==> src/sv/json_key_stream_filter_defines.svh <==
// Assertion macros for the JSON key stream filter.
// Used by json_key_stream_filter.sv; no other dependencies.
`ifndef JSON_KEY_STREAM_FILTER_DEFINES_SVH
`define JSON_KEY_STREAM_FILTER_DEFINES_SVH

`ifndef NO_ASSERTIONS
`define JKSF_ASSERT(lbl, prop, msg) \
    lbl: assert property (@(posedge i_clk) disable iff (!i_rst_n) prop) else $error(msg);
`define JKSF_ASSERT_NEXT(lbl, pre, post, msg) \
    lbl: assert property (@(posedge i_clk) disable iff (!i_rst_n) pre |=> post) else $error(msg);
`else
`define JKSF_ASSERT(lbl, prop, msg)
`define JKSF_ASSERT_NEXT(lbl, pre, post, msg)
`endif

`endif

==> src/sv/jksf_pkg.sv <==
// Shared constants for the JSON key stream filter: filter modes, byte codes and key images.
// No dependencies.
package jksf_pkg;

    localparam int HIST_DEPTH = 8;

    localparam logic [1:0] MODE_PASS        = 2'd0;
    localparam logic [1:0] MODE_SKIP_VALUE  = 2'd1;
    localparam logic [1:0] MODE_TRAIL_FIRST = 2'd2;
    localparam logic [1:0] MODE_TRAIL_REST  = 2'd3;

    localparam logic [7:0] CH_COLON  = 8'h3A;
    localparam logic [7:0] CH_LBRACE = 8'h7B;
    localparam logic [7:0] CH_RBRACE = 8'h7D;
    localparam logic [7:0] CH_LBRACK = 8'h5B;
    localparam logic [7:0] CH_RBRACK = 8'h5D;
    localparam logic [7:0] CH_SPACE  = 8'h20;
    localparam logic [7:0] CH_LF     = 8'h0A;
    localparam logic [7:0] CH_CR     = 8'h0D;
    localparam logic [7:0] CH_N      = 8'h6E;
    localparam logic [7:0] CH_U      = 8'h75;
    localparam logic [7:0] CH_L      = 8'h6C;

    // Previous bytes before the ':' of each key, newest first.
    localparam logic [7:0] KEY_IMAGES [HIST_DEPTH] = '{
        8'h22, 8'h73, 8'h65, 8'h67, 8'h61, 8'h6D, 8'h69, 8'h22
    };
    localparam logic [7:0] KEY_TRAIL [HIST_DEPTH-1] = '{
        8'h22, 8'h6C, 8'h69, 8'h61, 8'h72, 8'h74, 8'h22
    };

endpackage

==> src/sv/json_key_stream_filter.sv <==
// Path: an accepted input beat is held in the input register, then written to the result register.
// Throughput: one byte per cycle when not stalled; "images": adds four null beats, stalling input.
// Reset (i_rst_n, synchronous, active low) and a start item clear history, mode and nesting.
// Top level of the JSON key stream filter; uses jksf_pkg and json_key_stream_filter_defines.svh.
`include "json_key_stream_filter_defines.svh"

module json_key_stream_filter #(
    parameter int MAX_NESTING = 255
) (
    input  logic       i_clk,
    input  logic       i_rst_n,
    input  logic       i_valid,
    output logic       o_ready,
    input  logic       i_kind,
    input  logic [7:0] i_in_byte,
    output logic       o_valid,
    input  logic       i_ready,
    output logic [7:0] o_out_byte,
    output logic       o_last
);
    import jksf_pkg::*;

    localparam int NW = $clog2(MAX_NESTING + 1);
    localparam logic [NW-1:0] NEST_MAX = NW'(MAX_NESTING);

    logic          r_s1_valid;
    logic          r_s1_kind;
    logic [7:0]    r_s1_byte;
    logic [7:0]    r_hist [HIST_DEPTH];
    logic [1:0]    r_mode;
    logic [NW-1:0] r_nest;
    logic          r_out_valid;
    logic [7:0]    r_out_byte;
    logic          r_out_last;
    logic [2:0]    r_null_cnt;

    logic          n_emit;
    logic          n_null;
    logic [1:0]    n_mode;
    logic [NW-1:0] n_nest;
    logic          out_free;
    logic          out_slot;
    logic          s1_fire;
    logic          null_fire;
    logic          hit_images;
    logic          hit_trail;
    logic          is_open;
    logic          is_close;
    logic          st_clear;
    logic [7:0]    c;
    logic [7:0]    null_byte;

    assign c        = r_s1_byte;
    assign out_slot = !r_out_valid || i_ready;
    assign out_free = out_slot && (r_null_cnt == 3'd0);
    assign s1_fire  = r_s1_valid && out_free;
    assign null_fire = out_slot && (r_null_cnt != 3'd0);
    assign o_ready  = !r_s1_valid || s1_fire;
    assign st_clear = (r_mode == MODE_PASS) && (r_nest == '0);

    assign o_valid    = r_out_valid;
    assign o_out_byte = r_out_byte;
    assign o_last     = r_out_last;

    always_comb begin
        hit_images = (c == CH_COLON);
        for (int k = 0; k < HIST_DEPTH; k++) begin
            if (r_hist[k] != KEY_IMAGES[k]) begin
                hit_images = 1'b0;
            end
        end
        hit_trail = (c == CH_COLON);
        for (int k = 0; k < HIST_DEPTH - 1; k++) begin
            if (r_hist[k] != KEY_TRAIL[k]) begin
                hit_trail = 1'b0;
            end
        end
    end

    assign is_open  = (c == CH_LBRACE) || (c == CH_LBRACK);
    assign is_close = (c == CH_RBRACE) || (c == CH_RBRACK);

    always_comb begin
        n_emit = 1'b0;
        n_null = 1'b0;
        n_mode = r_mode;
        n_nest = r_nest;
        case (r_mode)
            MODE_PASS: begin
                n_emit = 1'b1;
                if (hit_images) begin
                    n_null = 1'b1;
                    n_mode = MODE_SKIP_VALUE;
                    n_nest = '0;
                end else if (hit_trail) begin
                    n_mode = MODE_TRAIL_FIRST;
                    n_nest = '0;
                end
            end
            MODE_SKIP_VALUE: begin
                if (r_nest == '0) begin
                    if (is_open) begin
                        n_nest = NW'(1);
                    end else if (c != CH_SPACE && c != CH_LF && c != CH_CR) begin
                        n_mode = MODE_PASS;
                        n_emit = 1'b1;
                    end
                end else begin
                    if (is_open && r_nest < NEST_MAX) begin
                        n_nest = r_nest + NW'(1);
                    end else if (is_close) begin
                        n_nest = r_nest - NW'(1);
                    end
                    if (n_nest == '0) begin
                        n_mode = MODE_PASS;
                    end
                end
            end
            MODE_TRAIL_FIRST: begin
                n_emit = 1'b1;
                if (c == CH_LBRACE && r_nest < NEST_MAX) begin
                    n_nest = r_nest + NW'(1);
                end else if (c == CH_RBRACE && r_nest != '0) begin
                    n_nest = r_nest - NW'(1);
                end
                if (c == CH_RBRACE && n_nest == '0) begin
                    n_mode = MODE_TRAIL_REST;
                end
                if (c == CH_RBRACK) begin
                    n_mode = MODE_PASS;
                end
            end
            default: begin
                if (c == CH_RBRACK) begin
                    n_emit = 1'b1;
                    n_mode = MODE_PASS;
                end
            end
        endcase
    end

    always_comb begin
        case (r_null_cnt)
            3'd4:    null_byte = CH_N;
            3'd3:    null_byte = CH_U;
            default: null_byte = CH_L;
        endcase
    end

    // input register
    always_ff @(posedge i_clk) begin
        if (!i_rst_n) begin
            r_s1_valid <= 1'b0;
        end else if (o_ready) begin
            r_s1_valid <= i_valid;
        end
        if (o_ready && i_valid) begin
            r_s1_kind <= i_kind;
            r_s1_byte <= i_in_byte;
        end
    end

    // filter state
    always_ff @(posedge i_clk) begin
        if (!i_rst_n || (s1_fire && r_s1_kind)) begin
            for (int k = 0; k < HIST_DEPTH; k++) begin
                r_hist[k] <= '0;
            end
            r_mode <= MODE_PASS;
            r_nest <= '0;
        end else if (s1_fire) begin
            r_hist[0] <= c;
            for (int k = 1; k < HIST_DEPTH; k++) begin
                r_hist[k] <= r_hist[k-1];
            end
            r_mode <= n_mode;
            r_nest <= n_nest;
        end
    end

    // result register
    always_ff @(posedge i_clk) begin
        if (!i_rst_n) begin
            r_out_valid <= 1'b0;
            r_null_cnt  <= 3'd0;
        end else if (null_fire) begin
            r_out_valid <= 1'b1;
            r_out_byte  <= null_byte;
            r_out_last  <= (r_null_cnt == 3'd1);
            r_null_cnt  <= r_null_cnt - 3'd1;
        end else if (s1_fire && !r_s1_kind && n_emit) begin
            r_out_valid <= 1'b1;
            r_out_byte  <= c;
            r_out_last  <= !n_null;
            r_null_cnt  <= n_null ? 3'd4 : 3'd0;
        end else if (i_ready) begin
            r_out_valid <= 1'b0;
        end
    end

    `JKSF_ASSERT(a_null_needs_out, (r_null_cnt != 3'd0) |-> r_out_valid, "null without beat")
    `JKSF_ASSERT(a_not_last_has_null, (r_out_valid && !r_out_last) |-> |r_null_cnt, "missing null")
    `JKSF_ASSERT(a_nest_bound, r_nest <= NEST_MAX, "nesting above bound")
    `JKSF_ASSERT_NEXT(a_start_clears, s1_fire && r_s1_kind, st_clear, "start not cleared")

endmodule

==> config.mk <==
export PLATFORM = sky130hd
export DESIGN_NAME = json_key_stream_filter
export DESIGN_NICKNAME = d
export VERILOG_FILES = /design/src/sv/jksf_pkg.sv /design/src/sv/json_key_stream_filter.sv
export VERILOG_INCLUDE_DIRS = /design/src /design/src/sv
export SDC_FILE = /design/constraint.sdc
export NUM_CORES = 1
export LEC_CHECK = 0
export ABC_AREA = 0
export BUFFER_PORTS_ARGS = -buffer_cell sky130_fd_sc_hd__buf_2
export CAP_MARGIN = 20
export CORE_UTILIZATION = 67
export DETAILED_ROUTE_END_ITERATION = 12
export PLACE_DENSITY = 0.84
export SLEW_MARGIN = 20
export SYNTH_ARGS = -nofsm -noshare
export SYNTH_HDL_FRONTEND = slang
export SYNTH_SLANG_ARGS = --single-unit
==> constraint.sdc <==
create_clock -name i_clk -period 9.5 [get_ports i_clk]
set_clock_uncertainty 0.05 [all_clocks]
set_input_delay 1.425 -clock i_clk [delete_from_list [all_inputs] [get_ports i_clk]]
set_output_delay 1.425 -clock i_clk [all_outputs]
set_load 0.005 [all_outputs]
==> reports/qor.yml, run 1 <==
cts:
  cts_tree: "yes"
  clock-sinks: 97
  path_clk_slew_ns: 0.11
  clock_latency_ns: 0.37
  cts_buffers: 9
  post-cts-setup-buffer-count: 0
  ctsResizeCount: 0
  clock_path_buffers: 2
  htree_num_levels: 3
  clock-root-buffer: "clkbuf_8"
  ctsHoldBuffers: 0
synthesis:
  synth.net_count: 504
  synth-edff-count: 82
  synth_seq_cells: 97
  netlist_area_um2: 5370
  syn_avg_cell_area_um2: 11.2
  yosys_warnings: 0
  ys.flop_type: "edfxtp_1"
  synthArstFlopShare: 0
  syn_inst: 481
  yosysSeqAreaShare: 0.515
  yosysUniqueCellTypes: 76
floorplan:
  initial_utilization: 0.694
  die_x_um: 91.5
  pin_count: 24
  die_y_um: 91.5
  fp.dieArea_um2: 8370
  coreArea_um2: 7730
  rows: 32
route:
  detail_route.wl_per_cell_um: 19.4
  vias: 3906
  drtIter0Drc: 387
  first_pass_iters: 5
  via_per_inst: 6.53
  routed_wl_mm: 11.6
  ant_nets: 0
  drcViolationCount: 0
critical_path:
  cp_slowest_cell: "nand2b_1"
  crit_required_ns: 8.03
  cp-start-kind: "primary input"
  crit_type: "primary input to primary output"
  slowest_delay_ns: 0.23
  cp-end-kind: "primary output"
  crit_fanout: 6
  crit_family: "simple AND/OR/NAND/NOR gates"
  path_buf_inv: 2
  cp_cell_sequence: "buf_2 -> nand2b_1 -> nand2_1 -> nand2_1 -> buf_2"
  cp_data_arrival_time_ns: 2.13
finish:
  drive_gt1_frac: 0.135
  area.growth.synth_to_final_pct: 6.60
  fin_util: 0.740
  fin_nets: 514
  final_cell_mix: "82 x edfxtp_1, 69 x and2_1, 24 x nor2_1"
  layout_commonest_cell: "edfxtp_1"
  fin_area_um2: 5720
  antennaDiodeCount: 0
power_and_ir_drop:
  power_density_nw_per_um2: 192
  power_switching_share: 0.302
  clock_power_share: 0.266
  vdd_drop_max_mv: 0.174
  internal_power_uw: 768
  p_comb_frac: 0.180
  power.leakage_nw: 2.05
  switchingPower_uw: 333
  seq_power_share: 0.554
grt:
  grt_pass1_wl_mm: 18.6
  antenna_found_initial: 0
  grt_usage: 0.292
  first_global_vias: 3667
  met2_usage: 0.476
  use_met3: 0.0637
  met1_usage: 0.390
  grt_max_degree: 65
  grt-busiest-layer: "met2"
  grt-ovfl-total: 0
sta:
  final-max-slew-violation-count: 0
  clock.fmax_mhz: 277
  setup_ws_ns: 5.89
  min_period_ns: 3.61
  maxSlewHeadroom: 0.472
  tightest_slew_ns: 0.792
  tns_ns: 0
  finalHoldViolCount: 0
  min_period_over_period: 0.380
  setup_viol: 0
  rsz0062_at_grt: "false"
place:
  pre_cts_ws_ns: 5.91
  gp_congestion: 0.931
  dp_hpwl_mm: 8.14
  placed_cell_area_um2: 5490
  io_buffer_count: 23
run_status:
  status: "finished clean"
hold_path:
  hold_class: "flip-flop to flip-flop"
job:
  cap_violations: 0
## cell families (layout without fill, tap and decap cells)
group / after synthesis / after routing / synth area share
AOI/OAI and AO/OA: 94 / 94 / 0.135
buffers and inverters: 43 / 58 / 0.0366
DFF: 97 / 97 / 0.515
xor gates and xnor gates: 11 / 11 / 0.0180
and+or+nand+nor: 223 / 223 / 0.266
adders and majority gates: 10 / 10 / 0.0233
muxes: 3 / 3 / 0.00630
## cell usage after synthesis (9+ instances only)
| cell type | instances | area share |
|---|---|---|
| dfxtp_1 | 15 | 0.056 |
| ha_1 | 10 | 0.023 |
| nor2_1 | 24 | 0.017 |
| inv_1 | 17 | 0.012 |
| nand2_1 | 22 | 0.015 |
| nand4_1 | 9 | 0.010 |
| nor3_1 | 10 | 0.0093 |
| and2_1 | 69 | 0.080 |
| nor4bb_1 | 10 | 0.019 |
| clkbuf_1 | 11 | 0.0077 |
| edfxtp_1 | 82 | 0.46 |
| nand3_1 | 12 | 0.011 |
| xnor2_1 | 11 | 0.018 |
| a21oi_1 | 16 | 0.015 |
| o21ai_0 | 14 | 0.013 |
| and3_1 | 11 | 0.013 |
## metrics by stage
stage	power [mW]	hold WS (ns)	std cells
2_1_floorplan	0.748	0.458	481
3_3_place_gp	0.801	0.470	582
3_5_place_dp	0.816	0.480	582
4_1_cts	1.10	0.504	598
5_1_grt	1.15	0.517	598
6_report	1.10	0.498	598
## per-layer routing
metal | vias to the layer above | wire length, um
met4 | 0 | 210
met1 | 1885 | 4910
met5 | - | 0
met2 | 157 | 5590
met3 | 24 | 887
li1 | 1840 | -
## path summary, 6_finish.rpt
| check | from | end | slack [ns] | depth (start not counted) |
|---|---|---|---|---|
| min | r_hist[0][13] | r_hist[0][21] | 0.50 | 1 |
| max | i_ready | o_ready | 5.89 | 5 |
| min reg2reg | r_hist[0][13] | r_hist[0][21] | 0.50 | 1 |
| max reg2reg | r_nest[0] | r_mode[1] | 6.29 | 9 |
## state kept, by name (all words and copies together) (netlist names), 2 cells and up
| signal | cells |
|---|---|
| r_hist | 64 |
| r_nest | 8 |
| r_mode | 2 |
| o_out_byte | 8 |
| c | 8 |
| r_null_cnt | 3 |
## power groups by stage
stage	combinational [mW]	clock, mW	sequential, mW
2_1_floorplan	0.146	0	0.602
3_3_place_gp	0.187	0	0.614
3_5_place_dp	0.197	0	0.619
4_1_cts	0.198	0.296	0.610
5_1_grt	0.219	0.312	0.618
6_report	0.198	0.293	0.610
## cell type report
cell class,count,area (um^2)
clock buffers,9,124
clock inverters,7,101
fillers,530,2010
inverters,17,63.8
multi-input cells,341,2410
flip-flops and latches,97,2760
well taps,102,128
repair buffers,25,130
## worst reg2reg max path, delay by kind of cell, from the launching register on
kind	cells	cell delay (ns)
AND/OR/NAND/NOR	3	0.89
XOR/XNOR	1	0.19
flip-flops	1	0.54
adder cells (fa/ha/maj)	1	0.32
AO/OA/AOI/OAI	3	0.95
buffers and inverters	1	0.20
Power figures use the tool's default switching activity.
==> run 2, diff against run 1 <==
--- a/config.mk
+++ b/config.mk
@@ -9,9 +9,9 @@
 export ABC_AREA = 0
 export BUFFER_PORTS_ARGS = -buffer_cell sky130_fd_sc_hd__buf_2
 export CAP_MARGIN = 20
-export CORE_UTILIZATION = 67
+export CORE_UTILIZATION = 62
 export DETAILED_ROUTE_END_ITERATION = 12
-export PLACE_DENSITY = 0.84
+export PLACE_DENSITY = 0.78
 export SLEW_MARGIN = 20
 export SYNTH_ARGS = -nofsm -noshare
 export SYNTH_HDL_FRONTEND = slang
==> constraint.sdc (replaced) <==
create_clock -name i_clk -period 3.6 [get_ports i_clk]
set_clock_uncertainty 0.05 [all_clocks]
set_input_delay 0.54 -clock i_clk [delete_from_list [all_inputs] [get_ports i_clk]]
set_output_delay 0.54 -clock i_clk [all_outputs]
set_load 0.005 [all_outputs]
==> run 2 against run 1 <==
Effect of this change: power grew to 2.6 times the previous value; global-route usage fell by 0.49 points; via count hardly changed; cell count rose by 1.2%; critical endpoint is now r_mode[1]; largest cell class unchanged.
==> reports/qor.yml, run 2 (synthesized netlist as in run 1, its figures left out) <==
floorplan:
  pin_count: 24  # unchanged
  die_y_um: 95.0  # +3.9%
  fp.dieArea_um2: 9030  # +7.9%
  initial_utilization: 0.646  # -0.0478
  die_x_um: 95.0  # +3.9%
  rows: 33  # +3.1%
  coreArea_um2: 8300  # +7.4%
finish:
  final-seq-area_um2: 2760  # unchanged
  fin_nets: 518  # +0.78%
  fillCellCount: 609  # +15%
  layout_commonest_cell: "edfxtp_1"
  area.growth.synth_to_final_pct: 6.55  # about the same
  antennaDiodeCount: 0  # unchanged
  largest_register: "r_hist"
  multi_input_area_um2: 2410  # about the same
  drive_gt1_frac: 0.138  # +0.00292
  largest_reg_flops: 64  # unchanged
  final_cell_mix: "82 x edfxtp_1, 69 x and2_1, 24 x nor2_1"
  fin_area_um2: 5720  # about the same
power_and_ir_drop:
  power_switching_share: 0.306  # +0.00316
  p_comb_frac: 0.190  # +0.010
  clock_power_share: 0.239  # -0.027
  vdd_drop_max_mv: 0.365  # +110%
  seq_power_share: 0.570  # +0.016
  power_density_nw_per_um2: 491  # +160%
  switchingPower_uw: 858  # +160%
  power.leakage_nw: 2.05  # +0.11%
  internal_power_mw: 1.95  # +150%
place:
  gp_congestion: 1.05  # +13%
  io_buffer_count: 23  # unchanged
  pre_cts_ws_ns: 0.638  # -5.27 ns
  placed_cell_area_um2: 5530  # +0.61%
  dp_hpwl_mm: 8.59  # +5.6%
route:
  vias: 3907  # +0.026%
  via_per_inst: 6.46  # -1.1%
  detail_route.wl_per_cell_um: 19.7  # +1.4%
  routed_wl_mm: 11.9  # +2.6%
  drcViolationCount: 0  # unchanged
  drtIter0Drc: 245  # -37%
  first_pass_iters: 5  # unchanged
  ant_nets: 0  # unchanged
hold_path:
  hold_class: "primary input to flip-flop"
  min_from: "i_in_byte[6]"
grt:
  grt_usage: 0.287  # -0.00495
  grt-ovfl-total: 0  # unchanged
  antenna_found_initial: 0  # unchanged
  grt_max_degree: 49  # -25%
  first_global_vias: 3767  # +2.7%
  grt_pass1_wl_mm: 19.3  # +3.7%
critical_path:
  crit_type: "flip-flop to flip-flop"
  cp_cell_sequence: "and3b_1 -> o211ai_4 -> and2_4 -> o41ai_1 -> nor4_1 -> o31ai_1 -> nor3_1"
  cp-startpoint: "c[7]"
  cp-start-kind: "flip-flop"
  cp_data_arrival_time_ns: 3.32  # +1.19 ns
  cp_slowest_cell: "o41ai_1"
  crit_fanout: 12  # +6
  crit_family: "compound AO/OA/AOI/OAI gates"
  cp-end-kind: "flip-flop"
  slowest_delay_ns: 0.76  # +0.53 ns
  timing.rr.start: "c[7]"
  crit_required_ns: 3.81  # -4.22 ns
  path_buf_inv: 0  # -2
cts:
  cts_tree: "yes"
  clock-root-buffer: "clkbuf_8"
  post-cts-setup-buffer-count: 0  # unchanged
  htree_num_levels: 3  # unchanged
  clock_path_buffers: 2  # unchanged
  cts_buffers: 9  # unchanged
  ctsResizeCount: 0  # unchanged
  path_clk_slew_ns: 0.10  # about the same
  ctsHoldBuffers: 0  # unchanged
  clock_latency_ns: 0.37  # about the same
  clock-sinks: 97  # unchanged
sta:
  rsz0062_at_grt: "false"
  clock.fmax_mhz: 321
  final-max-slew-violation-count: 0  # unchanged
  maxSlewHeadroom: 0.449  # -0.0236
  tns_ns: 0  # unchanged
  min_period_ns: 3.11
  setup_viol: 0  # unchanged
  setup_ws_ns: 0.488  # -5.41 ns
  min_period_over_period: 0.864
  timing.hold.ws_ns: 0.295  # -0.202 ns
  finalHoldViolCount: 0  # unchanged
  tightest_slew_ns: 0.821  # +0.0291 ns
job:
  cap_violations: 0  # unchanged
run_status:
  status: "finished clean"
-- run 2: changes by cell type in the layout (fill, tap and decap cells not counted), sizes merged --
| cell | change |
|---|---|
| buf | +4 |
| bufinv | -1 |
| clkinvlp | +1 |
-- run 2: power groups by stage --
| stage | Combinational, mW | Clock (mW) | Sequential (mW) |
|---|---|---|---|
| floorplan | 0.385 | 0 | 1.59 |
| global placement | 0.510 | 0 | 1.62 |
| detailed placement | 0.536 | 0 | 1.63 |
| CTS | 0.536 | 0.676 | 1.60 |
| global route | 0.598 | 0.715 | 1.63 |
| finish | 0.535 | 0.672 | 1.60 |
-- run 2: path summary, 6_finish.rpt --
check,cells after the start,to,slack (ns)
setup reg to reg,7,r_mode[1],0.49
hold / removal,1,c[6],0.30
hold reg to reg,1,r_hist[0][9],0.50
setup / recovery,7,r_mode[1],0.49
-- run 2: cell type report --
cell class / count / area share
clock buffers: 9 / 0.0217
clock inverters: 7 / 0.0116
multi-input cells: 341 / 0.421
repair buffers: 29 / 0.0280
flip-flops and latches: 97 / 0.483
inverters: 17 / 0.0112
well taps: 105 / 0.0230
-- run 2: layer usage --
| metal | GRT usage | wire length, um |
|---|---|---|
| met1 | 0.410 | 5570 |
| met2 | 0.451 | 5420 |
| met3 | 0.0423 | 741 |
| met4 | 0.0909 | 170 |
| met5 | 0 | 0 |
-- run 2: stage by stage --
| step | power [mW] | cells | util |
|---|---|---|---|
| floorplan | 1.97 | 481 | - |
| finish | 2.81 | 605 | 0.689 |
| CTS | 2.82 | 605 | 0.689 |
| global route | 2.94 | 605 | 0.689 |
| global placement | 2.13 | 589 | 0.666 |
| detailed placement | 2.16 | 589 | 0.666 |
-- run 2: worst reg2reg max path: stages (launching register included) --
cell      delay, ns
edfxtp_1       0.55
and3b_1        0.59
o211ai_4       0.25
and2_4         0.25
o41ai_1        0.76
nor4_1         0.18
o31ai_1        0.31
nor3_1         0.08
==> run 3, diff against run 2 <==
--- a/config.mk
+++ b/config.mk
@@ -9,9 +9,10 @@
 export ABC_AREA = 0
 export BUFFER_PORTS_ARGS = -buffer_cell sky130_fd_sc_hd__buf_2
 export CAP_MARGIN = 20
-export CORE_UTILIZATION = 62
+export CORE_UTILIZATION = 67
 export DETAILED_ROUTE_END_ITERATION = 12
-export PLACE_DENSITY = 0.78
+export PLACE_DENSITY = 0.84
+export SKIP_CTS_REPAIR_TIMING = 1
 export SLEW_MARGIN = 20
 export SYNTH_ARGS = -nofsm -noshare
 export SYNTH_HDL_FRONTEND = slang
==> constraint.sdc (replaced) <==
create_clock -name i_clk -period 3.8 [get_ports i_clk]
set_clock_uncertainty 0.05 [all_clocks]
set_input_delay 0.57 -clock i_clk [delete_from_list [all_inputs] [get_ports i_clk]]
set_output_delay 0.57 -clock i_clk [all_outputs]
set_load 0.005 [all_outputs]
==> run 3 against run 2 <==
Effect of this change: count of clock-buffer cells in the layout up 1; first-iteration DRC count increased by 60%; worst setup slack gained 0.23 ns; hold slack improved by 0.034 ns; sequential share of layout area up 0.19 points; non-clock buffer count decreased by 2; maximum frequency up 1.0%; via count is 1.5% higher; global-route usage grew 2.4 points.
==> reports/qor.yml, run 3 (synthesized netlist as in run 1, its figures left out) <==
hold_path:
  hold_path_depth: 1  # unchanged
  min_from: "i_in_byte[7]"
  hold_class: "primary input to flip-flop"
  hold_end: "c[7]"
critical_path:
  crit_required_ns: 4.03  # +0.22 ns
  cp_slowest_cell: "a2111oi_1"
  crit_type: "flip-flop to flip-flop"
  rrSetupSlack_ns: 0.72  # +0.23 ns
  path_buf_inv: 1  # +1
  cp_data_arrival_time_ns: 3.31  # about the same
  cp-end-kind: "flip-flop"
  cp_cell_sequence: "inv_1 -> ha_1 -> nor3b_2 -> a2111oi_1 -> a32oi_2 -> xnor2_1 -> nor4_2 -> a211oi_1 -> nor3_1"
  reg2reg_depth: 9  # +2
  cp-start-kind: "flip-flop"
  crit_fanout: 9  # -3
  timing.rr.start: "r_nest[0]"
  crit_family: "compound AO/OA/AOI/OAI gates"
  slowest_delay_ns: 0.66  # -0.10 ns
  r2r-end: "r_mode[0]"
sta:
  clock.fmax_mhz: 325  # +1.0%
  finalHoldViolCount: 0  # unchanged
  min_period_over_period: 0.810  # -0.0539
  min_period_ns: 3.08  # -0.0321 ns
  tns_ns: 0  # unchanged
  final-max-slew-violation-count: 0  # unchanged
  maxSlewHeadroom: 0.476  # +0.0270
  setup_viol: 0  # unchanged
  rsz0062_at_grt: "false"
  tightest_slew_ns: 0.787  # -0.0342 ns
finish:
  multi_input_area_um2: 2410  # unchanged
  fin_nets: 516  # -0.39%
  layout_commonest_cell: "edfxtp_1"
  area.growth.synth_to_final_pct: 6.13
  final_cell_mix: "82 x edfxtp_1, 69 x and2_1, 24 x nor2_1"
  largest_reg_flops: 64  # unchanged
  final-seq-area_um2: 2760  # unchanged
  fillCellCount: 531  # -13%
  drive_gt1_frac: 0.135  # -0.00346
  fin_cells: 600  # -0.83%
  antennaDiodeCount: 0  # unchanged
  largest_register: "r_hist"
power_and_ir_drop:
  finalPower_mw: 2.66  # -5.2%
  power_switching_share: 0.305  # -0.000915
  internal_power_mw: 1.85  # -5.1%
  power_density_nw_per_um2: 467  # -4.8%
  switchingPower_uw: 811  # -5.5%
  p_comb_frac: 0.188  # -0.002
  seq_power_share: 0.573  # +0.003
  vdd_drop_max_mv: 0.493  # +35%
  clock_power_share: 0.239  # about the same
  power.leakage_nw: 2.05  # -0.39%
grt:
  grt-ovfl-total: 0  # unchanged
  first_global_vias: 3744  # -0.61%
  grt_max_degree: 65  # +33%
  grt_usage: 0.310  # +0.0237
  grt_pass1_wl_mm: 19.5  # +1.2%
  antenna_found_initial: 0  # unchanged
route:
  drcViolationCount: 0  # unchanged
  routed_wl_mm: 12.3  # +3.6%
  drtIter0Drc: 393  # +60%
  first_pass_iters: 6  # +1
  vias: 3964  # +1.5%
  ant_nets: 0  # unchanged
  via_per_inst: 6.61  # +2.3%
  detail_route.wl_per_cell_um: 20.5  # +4.5%
cts:
  clock_latency_ns: 0.36  # about the same
  clock_path_buffers: 2  # unchanged
  path_clk_slew_ns: 0.10  # about the same
  cts_tree: "yes"
  htree_num_levels: 3  # unchanged
  clock-sinks: 97  # unchanged
  clock-root-buffer: "clkbuf_8"
  cts_buffers: 9  # unchanged
floorplan:
  pin_count: 24  # unchanged
  initial_utilization: 0.694  # +0.0478
  die_x_um: 91.5  # -3.7%
  coreArea_um2: 7730  # -6.9%
  rows: 32  # -3.0%
  die_y_um: 91.5  # -3.7%
  fp.dieArea_um2: 8370  # -7.3%
place:
  place_inst: 584  # -0.85%
  gp_congestion: 0.940  # -11%
  io_buffer_count: 23  # unchanged
  dp_hpwl_mm: 8.71  # +1.4%
job:
  cap_violations: 0  # unchanged
run_status:
  status: "finished clean"
-- run 3: per-stage QoR --
step | hold WS (ns) | utilization | worst slack, ns | instance area, um^2
6_report | 0.329 | 0.737 | 0.720 | 5690
5_1_grt | 0.307 | 0.737 | 0.527 | 5690
4_1_cts | 0.319 | 0.737 | 0.778 | 5690
3_5_place_dp | 0.477 | 0.713 | 0.818 | 5510
3_3_place_gp | 0.470 | 0.713 | 0.834 | 5510
2_1_floorplan | 0.458 | - | 0.790 | 5370
-- run 3: metal layers --
layer	wire length (um)	global-route usage	up-vias
met2	5880	0.496	187
met1	5270	0.417	1908
met4	259	0.102	0
met5	0	0	-
met3	920	0.0754	29
li1	-	-	1840
-- run 3: how the worst max path moves through the flow --
| stage | from | endpoint | slack, ns | cells past startpoint |
|---|---|---|---|---|
| 5_1_grt | r_nest[0] | r_mode[0] | 0.53 | 9 |
| 3_5_place_dp | r_nest[0] | r_mode[0] | 0.82 | 9 |
| 6_report | r_nest[0] | r_mode[0] | 0.72 | 9 |
| 2_1_floorplan | r_null_cnt[0] | r_hist[0][0] | 0.79 | 5 |
| 4_1_cts | r_nest[0] | r_mode[0] | 0.78 | 9 |
| 3_3_place_gp | c[7] | r_mode[0] | 0.83 | 7 |
-- run 3: worst reg2reg max path, delay by kind of cell, from the launching register on --
| family | cells | cell delay (ns) |
|---|---|---|
| flip-flops | 1 | 0.52 |
| AND/OR/NAND/NOR | 3 | 0.83 |
| XOR/XNOR | 1 | 0.18 |
| AO/OA/AOI/OAI | 3 | 0.95 |
| buffers and inverters | 1 | 0.18 |
| adder cells (fa/ha/maj) | 1 | 0.31 |
-- run 3: power by group through the flow --
stage          Combinational [mW]  Clock (mW)  Sequential [mW]
2_1_floorplan               0.365           0             1.50
3_3_place_gp                0.478           0             1.53
3_5_place_dp                0.499           0             1.55
4_1_cts                     0.501       0.643             1.52
5_1_grt                     0.549       0.680             1.55
6_report                    0.499       0.637             1.53
-- run 3: layout make-up --
| type | count | share of cell area |
|---|---|---|
| well taps | 102 | 0.0224 |
| multi-input cells | 341 | 0.423 |
| inverters | 17 | 0.0112 |
| clock inverters | 6 | 0.0103 |
| flip-flops and latches | 97 | 0.485 |
| clock buffers | 10 | 0.0224 |
| repair buffers | 27 | 0.0255 |
